$ cat config.mk
export PLATFORM = sky130hd
export DESIGN_NAME = bsc_div_cell
export DESIGN_NICKNAME = d
export VERILOG_FILES = /design/src/sv/bsc_pkg.sv /design/src/sv/bsc_div_cell.sv
export SDC_FILE = /design/constraint.sdc
export NUM_CORES = 1
export LEC_CHECK = 0
export BUFFER_PORTS_ARGS = -buffer_cell sky130_fd_sc_hd__buf_2
export CORE_AREA = 3 3 138 140
export CTS_BUF_LIST = sky130_fd_sc_hd__clkbuf_4 sky130_fd_sc_hd__clkbuf_8 sky130_fd_sc_hd__clkbuf_16
export DETAILED_ROUTE_END_ITERATION = 6
export DIE_AREA = 0 0 141 143
export HOLD_SLACK_MARGIN = 0.1
export PLACE_DENSITY = 0.76
export SYNTH_ARGS = -nofsm -noshare
export SYNTH_HDL_FRONTEND = slang
export SYNTH_SLANG_ARGS = --single-unit
$ cat constraint.sdc
create_clock -name clk -period 13.1 [get_ports clk]
set_clock_uncertainty 0.05 [all_clocks]
set_input_delay 1.31 -clock clk [delete_from_list [all_inputs] [get_ports clk]]
set_output_delay 1.31 -clock clk [all_outputs]
set_load 0.02 [all_outputs]
$ cat src/sv/bsc_pkg.sv
// ----------------------------------------------------------------------------
// bsc_pkg
// Shared constants and types of the barometric compensation pipeline.
// ----------------------------------------------------------------------------
`timescale 1ns / 1ps

package bsc_pkg;

  // formula constants
  localparam int unsigned PR_OFFSET_FINE = 128000;
  localparam int unsigned PR_BASE        = 1048576;
  localparam int unsigned PR_SCALE       = 3125;
  localparam int unsigned TR_ROUND       = 128;

  // divider geometry: quotient bits and divisor magnitude width
  localparam int unsigned QW    = 64;
  localparam int unsigned DEN_W = 31;

  // configuration register indexes
  typedef enum logic [1:0] {
    CFG_TEMP_CAL     = 2'd0,
    CFG_PRESS_FIRST  = 2'd1,
    CFG_PRESS_SECOND = 2'd2,
    CFG_PRESS_NINTH  = 2'd3
  } cfg_index_t;

  // calibration words as written
  typedef struct packed {
    logic [47:0] temp_cal;
    logic [63:0] press_first;
    logic [63:0] press_second;
    logic [15:0] press_ninth;
  } cal_t;

  // one divider cell stage
  typedef struct packed {
    logic             v;
    logic [23:0]      temp;
    logic             neg;
    logic             dz;
    logic [DEN_W-1:0] den;
    logic [DEN_W-1:0] rem;
    logic [QW-1:0]    work;
  } div_cell_t;

endpackage

$ cat src/sv/bsc_div_cell.sv
// ----------------------------------------------------------------------------
// bsc_div_cell
// One restoring-division step: one quotient bit, registered.
// ----------------------------------------------------------------------------
`timescale 1ns / 1ps

module bsc_div_cell
  import bsc_pkg::*;
(
  input  logic      clk,
  input  logic      rst,
  input  logic      en,
  input  div_cell_t cell_in,
  output div_cell_t cell_out
);

  logic [DEN_W:0] shifted;
  logic [DEN_W:0] den_ext;
  logic [DEN_W:0] diff;
  logic           ge;
  div_cell_t      step;

  // bring down the next dividend bit and try the subtract
  always_comb begin
    shifted = {cell_in.rem, cell_in.work[QW-1]};
    den_ext = {1'b0, cell_in.den};
    diff    = shifted - den_ext;
    ge      = (shifted >= den_ext);
    step    = cell_in;
    step.rem  = ge ? diff[DEN_W-1:0] : shifted[DEN_W-1:0];
    step.work = {cell_in.work[QW-2:0], ge};
  end

  always_ff @(posedge clk) begin
    if (rst) begin
      cell_out.v <= 1'b0;
    end else if (en) begin
      cell_out <= step;
    end
  end

endmodule

==> Yosys cells after proc, flatten, opt, wreduce, memory -nomap -nowiden <==
Index checks and enable logic that the tools add are counted.
{ "word_totals": {"ff_bits": 153, "in_bits": 156, "output_inout_bits": 153, "wordCells": 12} }
{ "classes": {"addsub": 1, "n_lt_le_gt_ge": 1, "muxes": 1, "bitwise": 1, "n_reduce_logical": 1} }
{ "ops": {"columns": ["op", "n"], "rows": [
  ["$ge 32x31->1", 1],
  ["$mux 31", 1],
  ["$sub 31x31->31", 1],
  ["$reduce_and 2->1", 1],
  ["$not 1->1", 1]
]} }

==> Longest topological paths before layout <==
{ "depth": {"word_depth": 2, "depth_mapped": 13, "mapped_depth_nobuf": 12} }

==> Worst setup path after synthesis <==
Ideal clock, no wire load.
{ "synth_path": {"kind": "input to register", "from": "input port rst", "to": "register cell_out[0] (netlist name) (enable)", "setup_time_ns": 0.686, "t_arrival_ns": 8.048, "required_ns": 12.364, "setup_slack_ns": 4.316, "stages": 1, "n_path_buf": 0, "cell_sequence": "nor2b_1"} }
{ "synth_between": {"elab_chain_cells": 2} }
{ "synth_rtl": {"columns": ["element", "line_no", "rtl"], "rows": [
  ["start: declaration", "bsc_div_cell.sv:11", "input logic rst,"],
  ["$not 1->1 (no source line)", null, null],
  ["$reduce_and 2->1 (no source line)", null, null],
  ["end signal: assignment", "bsc_div_cell.sv:38", "cell_out <= step;"],
  ["end: declaration", "bsc_div_cell.sv:14", "output div_cell_t cell_out"]
]} }
No other way between the ends.
A chain may end at the register's enable or synchronous reset.

==> impl_metrics.env <==
export IMPL_gp_congestion=0.856
export IMPL_area_growth_pct=34.7
export IMPL_synth_net_count=687
export IMPL_dpl_hpwl_mm=15.5
export IMPL_largest_registers="cell_out (153)"
export IMPL_synth_top_area_share_pct=67.6
export IMPL_setup_viol=0
export IMPL_start_util_pct=37.6
export IMPL_drive_gt1_share_pct=42.6
export IMPL_syn_area_per_cell_um2=13.5
export IMPL_synth_top_cells_by_area="edfxtp_1, ha_1, o21ai_0, nand2_1, a21oi_1"
export IMPL_cts_hold_buf=0
export IMPL_fin_crit_ps=4130
export IMPL_track_usage_pct=18.4
export IMPL_crit_required_ps=13230
export IMPL_syn_instance_count=499
export IMPL_synth_ff_type="edfxtp_1"
export IMPL_fin_crit_sh_pct=31.5
export IMPL_syn_area_um2=6750
export IMPL_synth_simple_area_share_pct=7.25
export IMPL_synth_top_family_by_area="compound AO/OA/AOI/OAI gates"
export IMPL_clk_pin_slew_worst_paths_ps=70
export IMPL_hold_violations=0
export IMPL_start_kind="input port"
export IMPL_path_max_fanout=37
export IMPL_synth_xor_area_share_pct=2.98
export IMPL_critPathCaptureType="flip-flop"
export IMPL_clock_sinks=153
export IMPL_synth_fa_ha_area_share_pct=6.04
export IMPL_top_register="cell_out"
export IMPL_cts_tree="done"
export IMPL_clock_latency_ps=420
export IMPL_ir_drop_mv=0.0840
export IMPL_synth_edf_count=152
export IMPL_p_leak_nw=3.94
export IMPL_finish_utilization_pct=50.6
export IMPL_grt_max_degree=79
export IMPL_rsz0062_at_grt="false"
export IMPL_yosysMostFrequentCell="edfxtp_1"
export IMPL_grt_pass1_vias=5058
export IMPL_largest_reg_flops=153
export IMPL_max_freq_ghz=0.242
export IMPL_critPathKind="in -> reg"
export IMPL_min_path_type="reg -> reg"
export IMPL_detail_route_drc_violations=0
export IMPL_synth_cell_type_count=54
export IMPL_ant_nets=0
export IMPL_core_area_um2=18000
export IMPL_cap_violations=0
export IMPL_ioPinCount=309
export IMPL_slew_headroom_pct=33.8
export IMPL_cts_root_buf="clkbuf_16"
export IMPL_async_reset_ff_share_pct=0
export IMPL_die_x_um=141
export IMPL_rows=49
export IMPL_wirelength_mm=19.3
export IMPL_nFillCells=1575
export IMPL_status="finished clean"
export IMPL_synth_top_area_cell="edfxtp_1"
export IMPL_portBuffers=308
export IMPL_cts_buffers=17
export IMPL_grt_pass1_wl_mm=28.1
export IMPL_synth_mux_area_share_pct=0.371
export IMPL_netlist_top_cells_count="edfxtp_1, nand2_1, inv_1"
export IMPL_ctsResizeCount=0
export IMPL_seq_area_frac_synth_pct=67.9
export IMPL_antenna_found_initial=2
export IMPL_power_density_nw_per_um2=141
export IMPL_cts_max_path_buffers=2
export IMPL_grt_overflow=0
export IMPL_yosys_register_bits=153
export IMPL_slew_viol_final=0
export IMPL_synth_compound_area_share_pct=11.8
export IMPL_vias=5125
export IMPL_worst_pin_slew_ps=993
export IMPL_die_h_um=143
export IMPL_dieArea_um2=20200
export IMPL_tns_ps=0
export IMPL_post_cts_buffers=0
export IMPL_vias_per_cell=4.85
export IMPL_nNetsFinal=1002
export IMPL_drtPass1Iterations=7
export IMPL_worstPathArrival_ps=4260
export IMPL_htree_num_levels=4
export IMPL_post_drt_wl_per_cell_um=18.3
export IMPL_yosysWarnings=0
export IMPL_drt_iter0_drc=295
==> where the power goes <==
| group | internal [W] | switching [W] | leakage [nW] |
|---|---|---|---|
| clock network | 0.000249 | 0.000214 | 0.260 |
| logic | 0.0000837 | 0.000145 | 2.25 |
| registers | 0.000584 | 0.00000827 | 1.43 |
==> through the flow <==
step	instance area [um^2]	total power, W	hold WS, ps	worst slack, ps	cells
2_1_floorplan	6750	0.000750	529	4320	499
3_3_place_gp	8530	0.000828	426	8620	1024
3_5_place_dp	8530	0.000833	443	8490	1024
4_1_cts	9090	0.00130	458	8930	1055
5_1_grt	9090	0.00134	502	8700	1056
6_report	9090	0.00128	460	8970	1057
==> layout make-up <==
type                            count  area [um^2]  share of cell area (%)
Antenna cell                        2         5.00                  0.0550
Clock buffer                       17          425                    4.68
Clock inverter                     14          130                    1.43
Inverter                           44          168                    1.84
Multi-Input combinational cell    287         1930                    21.2
Sequential cell                   153         4580                    50.4
Tap cell                          229          287                    3.15
Timing Repair Buffer              311         1560                    17.2
==> per-layer routing <==
layer	GRT usage (%)	up-vias	share of wire (%)
li1	-	2500	-
met1	21.3	2393	38
met2	32.0	204	51
met3	6.13	26	8.0
met4	6.68	2	2.3
met5	0	-	0.062
==> path summary, 6_finish.rpt <==
path | from | end | slack (ps) | depth (start not counted)
max | cell_in[63] | cell_out[82] | 8970 | 13
min | cell_out[152] | cell_out[152] | 460 | 2
max reg2reg | cell_out[152] | cell_out[152] | 12460 | 2
min reg2reg | cell_out[152] | cell_out[152] | 460 | 2
==> cell usage in the layout (no fill, tap or decap), drive strengths merged, types with 5 or more instances in the layout <==
master and n:
nand2 52, clkbuf 17, edfxtp 152, a21o 6
a21oi 34, a211oi 8, xnor2 12, o21bai 5
buf 311, nor2 17, nor2b 5, xor2 11
o21ai 41, o31ai 5, inv 52, nand2b 5
ha 31, nand4 5
==> logic make-up after synthesis <==
| family | after synthesis |
|---|---|
| xor+xnor | 23 |
| buf+inv | 59 |
| mux | 2 |
| flops | 153 |
| compound gates | 124 |
| simple gates | 106 |
| fa+ha+maj | 32 |
==> worst max-delay path: stages <==
cell	delay (ps)
buf_2	100
inv_1	50
ha_1	200
fa_1	230
nor2b_1	80
o31ai_1	280
a21oi_1	170
o21ai_0	400
a211oi_1	190
nor2_4	390
buf_4	430
inv_4	100
mux2_4	310
(Power assumes the default switching activity.)
